$ cat src/hdl/assert_macros.svh
// Assertion helpers for the top-level design file.
`ifndef ASSERT_MACROS_SVH
`define ASSERT_MACROS_SVH

// Same-cycle implication, checked once reset is released.
`define HCCL_ASSERT_SAME(label, ante, cons, msg) \
    label: assert property (@(posedge clk) disable iff (!rst_n) (ante) |-> (cons)) \
        else $error(msg);

// Next-cycle implication, checked once reset is released.
`define HCCL_ASSERT_NEXT(label, ante, cons, msg) \
    label: assert property (@(posedge clk) disable iff (!rst_n) (ante) |=> (cons)) \
        else $error(msg);

`endif

$ cat src/hdl/hccl_fifo.sv
module hccl_fifo #(
    parameter int WIDTH = 48,
    parameter int DEPTH = 4
) (
    input  logic             clk,
    input  logic             rst_n,
    input  logic             push,
    input  logic [WIDTH-1:0] push_data,
    input  logic             pop,
    output logic [WIDTH-1:0] head_data,
    output logic             empty,
    output logic             full
);

    localparam int PW = (DEPTH > 1) ? $clog2(DEPTH) : 1;

    logic [WIDTH-1:0] entry_reg [DEPTH];
    logic [PW-1:0]    wr_ptr_reg, wr_ptr_next;
    logic [PW-1:0]    rd_ptr_reg, rd_ptr_next;
    logic [PW:0]      count_reg, count_next;

    always_comb
    begin
        wr_ptr_next = wr_ptr_reg;
        rd_ptr_next = rd_ptr_reg;
        count_next  = count_reg;
        if (push)
        begin
            wr_ptr_next = (wr_ptr_reg == PW'(DEPTH - 1)) ? '0 : wr_ptr_reg + 1'b1;
        end
        if (pop)
        begin
            rd_ptr_next = (rd_ptr_reg == PW'(DEPTH - 1)) ? '0 : rd_ptr_reg + 1'b1;
        end
        if (push && !pop)
        begin
            count_next = count_reg + 1'b1;
        end
        else if (pop && !push)
        begin
            count_next = count_reg - 1'b1;
        end
    end

    always_ff @(posedge clk or negedge rst_n)
    begin
        if (!rst_n)
        begin
            wr_ptr_reg <= '0;
            rd_ptr_reg <= '0;
            count_reg  <= '0;
        end
        else
        begin
            wr_ptr_reg <= wr_ptr_next;
            rd_ptr_reg <= rd_ptr_next;
            count_reg  <= count_next;
        end
    end

    always_ff @(posedge clk)
    begin
        if (push)
        begin
            entry_reg[wr_ptr_reg] <= push_data;
        end
    end

    assign head_data = entry_reg[rd_ptr_reg];
    assign empty     = (count_reg == '0);
    assign full      = (count_reg == (PW+1)'(DEPTH));

endmodule

$ cat config.mk
export PLATFORM = sky130hd
export DESIGN_NAME = hccl_fifo
export DESIGN_NICKNAME = d
export VERILOG_FILES = /design/src/hdl/assert_macros.svh /design/src/hdl/hccl_fifo.sv
export SDC_FILE = /design/constraint.sdc
export NUM_CORES = 1
export LEC_CHECK = 0
export BUFFER_PORTS_ARGS = -buffer_cell sky130_fd_sc_hd__clkbuf_2
export CAP_MARGIN = 20
export CORE_MARGIN = 2
export CORE_UTILIZATION = 57
export DETAILED_ROUTE_END_ITERATION = 10
export GPL_TIMING_DRIVEN = 0
export PLACE_DENSITY = 0.87
export SKIP_LAST_GASP = 1
export SYNTH_ARGS = -nofsm -noshare
export SYNTH_HDL_FRONTEND = slang
export SYNTH_SLANG_ARGS = --single-unit
$ cat constraint.sdc
create_clock -name clk -period 2.7 [get_ports clk]
set_clock_uncertainty 0.05 [all_clocks]
set_input_delay 0 -clock clk [delete_from_list [all_inputs] [get_ports clk]]
set_output_delay 0 -clock clk [all_outputs]
set_load 0.01 [all_outputs]
# Word-level counts from Yosys, hierarchy flattened
# Memories as Yosys holds them, arrays and structs flattened.
# Index checks and enable logic that the tools add are counted.
# classes
n_eq_ne	3
n_reduce_logical	6
n_addsub	4
mux	6
# ops
operator	n
2-to-1 mux 3 bit	2
adder 2 x 1 -> 2 bit (second input constant)	2
== test 2 bit (second input constant)	2
2-to-1 mux 2 bit	2
adder 3 x 1 -> 3 bit (second input constant)	1
== test 3 bit (second input constant)	1
zero test 3 bit	1
subtractor 3 x 1 -> 3 bit (second input constant)	1
logical AND 1 bit	2
zero test 1 bit	2
2-to-1 mux 1 bit	2
nonzero test 2 bit	1
# word_totals
mem_count	1
ff_bits	7
inputBits	52
elab_cells	23
mem_bits_rw	192
# mem_list
name	words	width	rd	rd_clocked_by_memory_dff	wr	line_no	source
entry_reg	4	48	1	0	1	hccl_fifo.sv:17	logic [WIDTH-1:0] entry_reg [DEPTH];

# Depth between registers and ports, before layout
# depth
word_depth	4
mapped_depth	7
depth_no_buf	7

# Worst setup path before layout
# Ideal clock, no wire load.
# synth_timing
kind	register to register
from	register wr_ptr_reg[0]
to	memory entry_reg[0][0], enable pin
path_stages_with_launch	4
n_path_buf	0
setup_slack_ns	0.469
arrival_time_ns	1.771
path_cell_list	dfrtp_1 -> inv_1 -> ha_1 -> and2_1
# synth_lines
element	line_no	source
from (decl)	hccl_fifo.sv:18	logic [PW-1:0] wr_ptr_reg, wr_ptr_next;
from (signal assigned)	hccl_fifo.sv:55	wr_ptr_reg <= wr_ptr_next;
to (decl)	hccl_fifo.sv:17	
# No word-level cell before the write port.

# Worst setup path after layout
# layout_timing
from	register rd_ptr_reg[1]
to	output head_data[34]
# layout_via
elab_chain_len	1
# layout_lines
element	line_no	source
from (decl)	hccl_fifo.sv:19	logic [PW-1:0] rd_ptr_reg, rd_ptr_next;
from (signal assigned)	hccl_fifo.sv:56	rd_ptr_reg <= rd_ptr_next;
memory read (4 x 48 bit)	-	
to (decl)	hccl_fifo.sv:10	output logic [WIDTH-1:0] head_data,
# No other way between the ends.

==> results_dict.tcl <==
set metrics [dict create \
    status "finished, final reports clean" \
    crit_family "buffers and inverters" \
    netlist_area_um2 7400 \
    ios 102 \
    holdPathStages 2 \
    syn_to_final_growth_pct 26.2 \
    cts-root-buf "clkbuf_16" \
    power_density_nw_per_um2 1020 \
    crit_path_end_kind "primary output" \
    drive_gt1_share_pct 41.7 \
    worst-setup-path-type "reg -> out" \
    clkTransAtPathRegs_ns 0.07 \
    grtUsageMet3_pct 5.72 \
    die_w_um 118 \
    dr.pass1.iters 4 \
    initial_utilization_pct 58.4 \
    via_per_inst 5.49 \
    path_cells "buf_4 -> buf_2 -> mux4_2 -> clkbuf_2" \
    path_depth 4 \
    grtUsageTotal_pct 19.9 \
    avgSynthCellArea_um2 25.7 \
    htree_levels 4 \
    grt_util_met1_pct 25.5 \
    syn_nets 347 \
    setup_viol 0 \
    core_area_um2 12700 \
    ant_nets 0 \
    cts_inserted_buffers 17 \
    worstSkewPairLatency_ns 0.42 \
    nNetsFinal 523 \
    dp_cells 565 \
    via_count 3565 \
    tritoncts "yes" \
    finalInstanceArea_um2 9340 \
    io_buffers 101 \
    regToRegSetupSlack_ns 0.83 \
    grt_max_degree 29 \
    grt_pass1_wl_um 20400 \
    place_area_um2 8200 \
    synth-seq-cells 199 \
    yosysUniqueCellTypes 19 \
    required_ns 2.65 \
    gp_congestion 0.737 \
    critPathBufInv 3 \
    yosysWarnings 0 \
    nFillCells 743 \
    p_leak_nw 3.31 \
    clock-sinks 199 \
    drc_errors 0 \
    die_area_um2 13900 \
    critPathLaunchType "flip-flop" \
    antenna_cells 0 \
    fp.dieH_um 118 \
    vdd_drop_max_mv 0.658 \
    top_usage_layer "met2" \
    rows 41 \
    cp.arrival_ns 1.93 \
    setup_tns_ns 0 \
    drt-initial-drc-count 244 \
    wire_per_inst_um 19.9 \
    cts-resized-gates 0 \
    slew_viol_final 0 \
    place_hpwl_um 7510 \
    maxCapViolCount 0 \
    grt_pass1_vias 3832 \
    fin_crit_ns 1.98 \
    cp_max_fo 10 \
    wirelength_um 12900 \
    overflow 0 \
    hold_viol 0 \
    rsz0062_at_grt "false" \
    cts_setup_buffers 0 \
    syn-instance-count 288 \
    finalNonFillerCells 649 \
    hp-class "in -> reg" \
    yosysSeqAreaShare_pct 80.3 \
    cts_buffer_depth 2 \
    post-route-period-util_pct 73.3 \
    largest_reg_flops 192 \
    r2r_cells 4 \
    fmax_mhz 505 \
    antenna_found_initial 0 \
    gr-usage-met2_pct 33.5 \
    hold_ws_ns 0.282 \
    cp_slowest_cell "dfrtp_1" \
    timing.slew.headroom_pct 57.8 \
    cpPeakStageDelay_ns 0.44 \
    fin_util_pct 73.7 \
    tightest_slew_ns 0.633 \
]
[what timing repair did]
action | in CTS | in global routing
hold buffers | 52 | 0
hold endpoints to repair | 203 | 0
setup endpoints to repair | 0 | 0
[path summary, 6_finish.rpt]
kind | start | endpoint
setup / recovery | rd_ptr_reg[1]$_DFFE_PN0P_ | head_data[34]
hold / removal | push_data[40] | entry_reg[1][40]$_DFFE_PP_
setup reg to reg | wr_ptr_reg[1]$_DFFE_PN0P_ | entry_reg[1][24]$_DFFE_PP_
hold reg to reg | count_reg[2]$_DFFE_PN0P_ | count_reg[2]$_DFFE_PN0P_
max in group asynchronous | rst_n | rd_ptr_reg[1]$_DFFE_PN0P_
min in group asynchronous | rst_n | count_reg[1]$_DFFE_PN0P_
[cells in the mapped netlist]
cell type	instances	share of area (%)
nor3_1	1	0.068
dfrtp_1	7	2.4
nor2_1	3	0.15
inv_1	4	0.20
xnor2_1	1	0.12
mux2_2	3	0.46
xor2_1	2	0.24
fa_1	1	0.27
nor3b_1	1	0.10
o21ai_0	2	0.14
mux4_2	48	15
and2_1	4	0.34
nand2_1	2	0.10
edfxtp_1	192	78
buf_6	1	0.15
buf_2	4	0.27
ha_1	6	1.0
buf_12	5	1.4
buf_4	1	0.10
[final cells by class]
cell class / count / area [um2] / share of cell area, %
clock buffers: 20 / 437 / 4.68
plain buffers: 11 / 139 / 1.49
well taps: 172 / 215 / 2.31
clock inverters: 12 / 175 / 1.88
flip-flops and latches: 199 / 5940 / 63.6
repair buffers: 157 / 1110 / 11.8
multi-input cells: 74 / 1310 / 14.0
inverters: 4 / 15.0 / 0.161
[through the flow]
stage / total power [mW] / setup WS, ns
6_report: 9.55 / 0.721
5_1_grt: 9.98 / 0.615
4_1_cts: 9.67 / 0.674
3_5_place_dp: 7.02 / 0.821
3_3_place_gp: 6.90 / -0.344
2_1_floorplan: 6.02 / 0.469
[routing by layer]
| layer | up-vias | part of all wire, % | wire length [um] |
|---|---|---|---|
| li1 | 1573 | - | - |
| met1 | 1852 | 41 | 5280 |
| met2 | 126 | 53 | 6850 |
| met3 | 14 | 5.2 | 677 |
| met4 | 0 | 0.99 | 128 |
| met5 | - | 0 | 0 |
[kinds of logic after synthesis]
logic type,share of synthesized area (%)
xor gates and xnor gates,0.355
and+or+nand+nor,0.761
buffers and inverters,2.08
muxes,15.1
adders and majority gates,1.29
DFF,80.3
AOI/OAI and AO/OA,0.135
[worst reg2reg max path, delay by kind of cell, from the launching register on]
kind / cells / cell delay (ns)
adder cells (fa/ha/maj): 1 / 0.14
AND/OR/NAND/NOR: 1 / 0.54
flip-flops: 1 / 0.41
buffers and inverters: 2 / 0.41
[cell usage in the layout, fill, tap and decap left out, drive strengths merged, types with 2 or more instances in the layout]
master and n:
nor2 3, dfrtp 7, edfxtp 192, buf 15, and2 4, mux4 48
bufinv 4, xor2 2, clkbuf 121, ha 6, clkinvlp 2, dlygate4sd3 52
nand2 2, mux2 3, o21ai 2, inv 6, clkinv 4
[power breakdown]
group | leakage, nW | total, mW | internal, mW | switching, mW
logic | 1.17 | 2.84 | 1.42 | 1.42
registers | 1.85 | 4.11 | 3.96 | 0.152
clock network | 0.292 | 2.60 | 1.55 | 1.04
total | 3.31 | 9.55 | 6.93 | 2.61
Note: power is estimated with default switching activity, not from simulation.
