File: config.mk
export PLATFORM = sky130hd
export DESIGN_NAME = hccl_front
export DESIGN_NICKNAME = d
export VERILOG_FILES = /design/src/hdl/assert_macros.svh /design/src/hdl/hccl_pkg.sv /design/src/hdl/hccl_front.sv
export SDC_FILE = /design/constraint.sdc
export NUM_CORES = 1
export LEC_CHECK = 0
export BUFFER_PORTS_ARGS = -buffer_cell sky130_fd_sc_hd__buf_2
export CORE_MARGIN = 10
export CORE_UTILIZATION = 50
export DETAILED_ROUTE_END_ITERATION = 10
export HOLD_SLACK_MARGIN = 0.08
export PLACE_DENSITY = 0.71
export SETUP_SLACK_MARGIN = 0.02
export SLEW_MARGIN = 5
export SYNTH_ARGS = -nofsm -noshare
export SYNTH_HDL_FRONTEND = slang
export SYNTH_SLANG_ARGS = --single-unit
File: constraint.sdc
create_clock -name clk -period 2.8 [get_ports clk]
set_input_delay 0.28 -clock clk [delete_from_list [all_inputs] [get_ports clk]]
set_output_delay 0.28 -clock clk [all_outputs]
set_load 0.03 [all_outputs]
File: src/hdl/assert_macros.svh
// Assertion helpers for the top-level design file.
`ifndef ASSERT_MACROS_SVH
`define ASSERT_MACROS_SVH

// Same-cycle implication, checked once reset is released.
`define HCCL_ASSERT_SAME(label, ante, cons, msg) \
    label: assert property (@(posedge clk) disable iff (!rst_n) (ante) |-> (cons)) \
        else $error(msg);

// Next-cycle implication, checked once reset is released.
`define HCCL_ASSERT_NEXT(label, ante, cons, msg) \
    label: assert property (@(posedge clk) disable iff (!rst_n) (ante) |=> (cons)) \
        else $error(msg);

`endif

File: src/hdl/hccl_pkg.sv
package hccl_pkg;

    localparam int CFG_DATA_W   = 13;
    localparam int CFG_INDEX_W  = 2;
    localparam int CACHE_BITS_W = 4;
    localparam int BLOCK_W_W    = 13;
    localparam int IMAGE_W_W    = 13;

    typedef enum logic [CFG_INDEX_W-1:0] {
        CFG_CACHE_BITS  = 2'd0,
        CFG_BLOCK_WIDTH = 2'd1,
        CFG_IMAGE_WIDTH = 2'd2
    } cfg_index_t;

    localparam logic [CACHE_BITS_W-1:0] RESET_CACHE_BITS  = 4'd10;
    localparam logic [BLOCK_W_W-1:0]    RESET_BLOCK_WIDTH = 13'd4096;
    localparam logic [IMAGE_W_W-1:0]    RESET_IMAGE_WIDTH = 13'd1024;

    localparam logic [31:0] HASH_MUL = 32'h1e35a7bd;
    localparam int          NUM_PRELOAD = 8;

    // Low 32 bits of the hash product.
    function automatic logic [31:0] hash_prod(input logic [31:0] px);
        return px * HASH_MUL;
    endfunction

    // Default colours: black, white, red, green, blue, yellow, magenta, cyan.
    localparam logic [31:0] PRELOAD_COLOURS [NUM_PRELOAD] = '{
        32'h000000FF, 32'hFFFFFFFF, 32'hFF0000FF, 32'h00FF00FF,
        32'h0000FFFF, 32'hFFFF00FF, 32'hFF00FFFF, 32'h00FFFFFF
    };

    localparam logic [31:0] PRELOAD_PRODS [NUM_PRELOAD] = '{
        hash_prod(32'h000000FF), hash_prod(32'hFFFFFFFF),
        hash_prod(32'hFF0000FF), hash_prod(32'h00FF00FF),
        hash_prod(32'h0000FFFF), hash_prod(32'hFFFF00FF),
        hash_prod(32'hFF00FFFF), hash_prod(32'h00FFFFFF)
    };

endpackage

File: src/hdl/hccl_front.sv
module hccl_front #(
    parameter int MAX_CACHE_BITS = 10,
    parameter int MAX_BLOCKS     = 16,
    parameter int MAX_WIDTH      = 4096
) (
    input  logic clk,
    input  logic rst_n,
    input  logic       in_valid,
    output logic       in_stall,
    input  logic [7:0] red,
    input  logic [7:0] green,
    input  logic [7:0] blue,
    input  logic [7:0] alpha,
    input  logic       start_of_image,
    input  logic [$clog2(MAX_CACHE_BITS+1)-1:0] eff_cache_bits,
    input  logic [((($clog2(MAX_WIDTH+1)) > hccl_pkg::IMAGE_W_W) ?
                   $clog2(MAX_WIDTH+1) : hccl_pkg::IMAGE_W_W)-1:0] eff_image_width,
    input  logic [((($clog2(MAX_WIDTH+1)) > hccl_pkg::IMAGE_W_W) ?
                   $clog2(MAX_WIDTH+1) : hccl_pkg::IMAGE_W_W)-1:0] eff_block_width,
    input  logic clear_busy,
    output logic q_push,
    output logic [32 + MAX_CACHE_BITS + ((MAX_BLOCKS > 1) ? $clog2(MAX_BLOCKS) : 1):0] q_data,
    input  logic q_full
);

    import hccl_pkg::*;

    localparam int BW  = (MAX_BLOCKS > 1) ? $clog2(MAX_BLOCKS) : 1;
    localparam int IWW = $clog2(MAX_WIDTH + 1);
    localparam int XW  = (IWW > IMAGE_W_W) ? IWW : IMAGE_W_W;

    logic [IWW-1:0] col_reg, col_next;
    logic [IWW-1:0] cib_reg, cib_next;
    logic [BW-1:0]  blk_reg, blk_next;

    logic           stage_valid_reg, stage_valid_next;
    logic [31:0]    stage_px_reg;
    logic [31:0]    stage_prod_reg;
    logic [BW-1:0]  stage_blk_reg;
    logic           stage_start_reg;

    logic [31:0]    px;
    logic [IWW-1:0] col_base, cib_base, col_inc, cib_inc;
    logic [BW-1:0]  blk_base;
    logic           accept;
    logic [31:0]    shifted;
    logic [MAX_CACHE_BITS-1:0] slot;

    assign px       = {red, green, blue, alpha};
    assign in_stall = clear_busy || (stage_valid_reg && q_full);
    assign accept   = in_valid && !in_stall;
    assign q_push   = stage_valid_reg && !q_full;

    // Column tracking; a start word resets position before its own pixel.
    always_comb
    begin
        col_base = start_of_image ? '0 : col_reg;
        cib_base = start_of_image ? '0 : cib_reg;
        blk_base = start_of_image ? '0 : blk_reg;
        col_inc  = col_base + 1'b1;
        cib_inc  = cib_base + 1'b1;
        col_next = col_reg;
        cib_next = cib_reg;
        blk_next = blk_reg;
        if (accept)
        begin
            if (XW'(col_inc) >= eff_image_width)
            begin
                col_next = '0;
                cib_next = '0;
                blk_next = '0;
            end
            else if (XW'(cib_inc) >= eff_block_width)
            begin
                col_next = col_inc;
                cib_next = '0;
                blk_next = (blk_base < BW'(MAX_BLOCKS - 1)) ? blk_base + 1'b1 : blk_base;
            end
            else
            begin
                col_next = col_inc;
                cib_next = cib_inc;
                blk_next = blk_base;
            end
        end
        stage_valid_next = accept ? 1'b1 : (q_push ? 1'b0 : stage_valid_reg);
    end

    always_ff @(posedge clk or negedge rst_n)
    begin
        if (!rst_n)
        begin
            col_reg         <= '0;
            cib_reg         <= '0;
            blk_reg         <= '0;
            stage_valid_reg <= 1'b0;
        end
        else
        begin
            col_reg         <= col_next;
            cib_reg         <= cib_next;
            blk_reg         <= blk_next;
            stage_valid_reg <= stage_valid_next;
        end
    end

    // Hash product registered before the slot select.
    always_ff @(posedge clk)
    begin
        if (accept)
        begin
            stage_px_reg    <= px;
            stage_prod_reg  <= hash_prod(px);
            stage_blk_reg   <= blk_base;
            stage_start_reg <= start_of_image;
        end
    end

    assign shifted = stage_prod_reg >> (6'd32 - 6'(eff_cache_bits));
    assign slot    = shifted[MAX_CACHE_BITS-1:0];
    assign q_data  = {stage_start_reg, stage_blk_reg, slot, stage_px_reg};

endmodule

# Word-level counts from Yosys, hierarchy flattened
# Cells that the tools add are included.
# totals
regBits,100
latchBits,0
mem_bits_rw,0
mem_bits_ro,0
inputBits,68
output_inout_bits,49
wordCells,35
n_memories,0
# classes
n_addsub,4
multipliers,1
div_mod_pow,0
order_cmp,3
eq_ne,0
shift,1
muxes,11
n_bitwise,0
reduce_logical,7
# ops
operator,n
$mux W13,5
$mul A32 B29 Y32 const B,1
$shr A32 B6 Y10,1
$add A13 B1 Y13 const B,2
$ge A13 B13 Y1,2
$mux W4,4
$sub A6 B4 Y6 const A,1
$add A4 B1 Y4 const B,1
$lt A4 B4 Y1 const B,1
$logic_and A1 B1 Y1,3
$logic_not A1 Y1,2
$mux W1,2
$reduce_bool A2 Y1,1
$logic_or A1 B1 Y1,1

# Depth between registers and ports, before layout
# depth
word_depth,5
depth_mapped,23
ltp_nobuf,23

# Worst setup path after synthesis
# Ideal clock, no wire load.
# synth_path
path_type,input to register
start,input blue[3]
end,register stage_prod_reg[30] (data pin)
setup_time_ns,0.258
arrival_ns,6.042
t_required_ns,2.542
path_slack_ns,-3.500
path_stages,23
path_buffers,0
path_cell_list,fa_1 -> fa_1 -> inv_1 -> fa_1 -> inv_1 -> fa_1 -> inv_1 -> fa_1 -> inv_1 -> fa_1 -> fa_1 -> inv_1 -> fa_1 -> inv_1 -> ha_1 -> a21oi_1 -> o21bai_1 -> a211o_1 -> o21ai_1 -> o21ai_1 -> a211o_1 -> a21oi_1 -> xnor2_1
# synth_between
elab_chain_len,1
# synth_lines
element,line,rtl
start: declaration,hccl_front.sv:12,"input logic [7:0] blue,"
$mul A32 B29 Y32,hccl_pkg.sv:24,return px * HASH_MUL;
end signal: assignment,hccl_front.sv:113,stage_prod_reg <= hash_prod(px);
end: declaration,hccl_front.sv:38,logic [31:0] stage_prod_reg;
# Every way passes these cells.
# A chain may end at the register's enable or synchronous reset.

# Final worst setup path
# layout_path
start,input blue[4]
end,register stage_prod_reg[30] (data pin)
# The elaborated chain is that of the path after synthesis.

==> metrics <==
antenna violations before repair 0; clk root buf clkbuf_16; final setup TNS -67.84 ns; final hold violation count 0; FF+latch count, synth 92; critical path class input port to flop; Filler cells 2117; cells along the critical path buf_12 -> fa_1 -> inv_2 -> fa_1 -> fa_1 -> fa_1 -> inv_2 -> fa_1 -> fa_1 -> fa_1 -> inv_1 -> fa_1 -> inv_2 -> ha_4 -> a21oi_4 -> o21bai_1 -> a211o_1 -> o21ai_1 -> o21ai_1 -> a211o_1 -> a21oi_2 -> xnor2_1; clk_lat worst skew 0.39 ns; footprint of the multi-input gates 0.0116 mm²; # diodes 0; status finished, violations left; largest net degree at the start of global routing 38; I/O pins 117; final worst clock skew 0.0111 ns; # DRC 0; Least-Margin Pin Slew 0.744 ns; worst setup margin -3.13 ns; Crit-path slowest cell fa_1; Critical Path End Type flop; CTS Buffer Depth 2; Final Critical Period a little under 6 ns; die area 0.0368 mm²; Compound-Gate Fraction of Synth Area 8.15%; violated checks setup timing; Final Cycle Share 212%; # rows 62; Synth area leader fa_1; startpoint type of the worst setup path input port; min-delay worst type input port to flop; via count between 10000 and 15000; final setup fails 54; Max-Cap Viols 0; Post-Syn Area 0.0148 mm²; finished layout cell area just under 0.02 mm²; WL/cell 18.7 µm; syn_area_per_cell 10.3 µm²; proportion of synthesized area in mux cells 2.55%; final net count 2334; starting density of the core 51.0%; number of synthesized flops with an enable pin 61; final WL 41.2 mm; adder-cell share of the synthesized area 49.7%; count leader, synth inv_1; slew margin rel. 50.4%; CTS tree built; Clock Pin Slew Worst Setup and Hold Paths 0.07 ns; top cells by area, synth fa_1 31%, ha_1 19%, edfxtp_1 12%; share of cells above drive strength 1 34.4%; total track usage 22.7%; Synth top area share 30.7%; Synth-to-Final Area Change 32.4%; Reg area 0.00261 mm²; die span in x 192 µm; Netlist cell types 67; post-route antenna net violation count 0; Num Clock Sinks between 90 and 100; Via-to-Cell Ratio around 5.1; Synth warnings 0; core area 0.0289 mm²; Post-Synthesis Cells 1434; crit-path max FO 4; Post-Synth Simple-Gate Area 5.84%; PortBufs 116; Worst Path Required ~2.9 ns; RSZ-0062 raised after global routing yes; ys async rst share 33.7%; largest family of logic cells by synthesized area adder cells; fmax 0.169 GHz; router iterations before antenna repair 5; global placer's final weighted congestion 0.954; Worst path most repeated cell fa_1; Placed Area 0.0180 mm²; Post-Synth XOR/XNOR Area under 10%; max reg flops 32; top cells by count, synth 409 x inv_1, 226 x fa_1, 224 x ha_1, 61 x edfxtp_1, 58 x xnor2_1; Arrival @ worst endpoint slightly above 6 ns; first-pass GRT wire length 64.9 mm; Pins Over Slew Limit 0; CTS buffer count 9; vias in the first global route between 10000 and 15000; syn nets 1952; H-tree Lvls 3; Starting DRT DRC Count 623; GRT overflow 0; HPWL after DPL about 34 mm; register area share after synthesis 17.7%; r2r setup slk -0.29 ns; die height between 150 and 200 µm; Top FF cell, synth edfxtp_1; Largest stage delay, worst path 0.55 ns
==> cell usage in the layout (no fill, tap or decap), types with 13 or more instances in the layout <==
cell / synthesis / final
o21ai_1: 23 / 15
a22o_1: 24 / 24
edfxtp_1: 61 / 61
mux2i_1: 23 / 23
a21oi_2: 1 / 14
xnor2_1: 58 / 49
ha_1: 224 / 176
o21ai_2: 2 / 13
a21o_1: 13 / 13
buf_4: 5 / 248
buf_2: 4 / 99
nor2_1: 35 / 30
dfrtp_1: 31 / 31
nand2_1: 48 / 45
a21oi_1: 41 / 19
inv_2: 1 / 55
fa_1: 226 / 211
xor2_1: 25 / 22
fa_2: 0 / 15
inv_1: 409 / 353
nand3_1: 21 / 18
buf_6: 0 / 32
nor2b_1: 21 / 16
ha_4: 0 / 46
==> cells by family after synthesis <==
group / count (synthesis)
compound gates: 172
xor+xnor: 83
fa+ha+maj: 450
buf+inv: 433
flops: 92
mux: 32
simple gates: 172
==> stage by stage <==
step           std cells  util (%)  worst slack, ns  hold slack (ns)
2_1_floorplan       1434         -            -3.28          -0.0156
3_3_place_gp        2155      62.1            -3.60            0.385
3_5_place_dp        2155      62.1            -3.66            0.385
4_1_cts             2195      65.8            -3.16            0.114
5_1_grt             2205      67.5            -3.33            0.139
6_report            2205      67.5            -3.13            0.126
==> final timing paths <==
path	to	from	cells after the start
worst max-delay path	stage_prod_reg[30]	blue[4]	22
worst min-delay path	stage_valid_reg	q_full	3
worst max register to register	cib_reg[1]	col_reg[2]	14
worst min register to register	stage_valid_reg	stage_valid_reg	2
max in group asynchronous	cib_reg[8]	rst_n	2
min in group asynchronous	cib_reg[5]	rst_n	2
==> per-layer routing <==
metal / share of wire (%) / vias up / wire (µm) / track usage, %
met5: 0 / - / 0 / 0
met4: 2.1 / 0 / 876 / 6.31
met3: 5.7 / 57 / 2370 / 3.84
met2: 49 / 296 / 20200 / 37.9
met1: 43 / 5623 / 17800 / 29.7
li1: - / 5308 / - / -
==> critical path, delay by kind of cell <==
kind / cells / cell delay [ns]
AOI/OAI and AO/OA: 7 / 1.19
adders and majority gates: 9 / 4.22
xor gates and xnor gates: 1 / 0.07
buffers and inverters: 5 / 0.30
==> final cells by class <==
| cell class | count | share of cell area [%] |
|---|---|---|
| multi-input combinational | 909 | 59.6 |
| timing repair buffer | 394 | 15.1 |
| inverter | 410 | 7.96 |
| clock buffer | 9 | 1.15 |
| sequential | 92 | 13.4 |
| tap | 384 | 2.46 |
| clock inverter | 7 | 0.346 |
==> timing repair <==
item | in CTS | in global routing
resized for setup | 139 | 93
hold buffers | 2 | 0
pin swaps | 88 | 90
buffers inserted | 25 | 15
endpoints found under the hold margin | 32 | 0
setup endpoints to repair | 54 | 54
cloned | 0 | 1
Power is left out: the tool's default activity adds up to more than one toggle a clock period on the data nets, which glitch-free logic cannot reach.
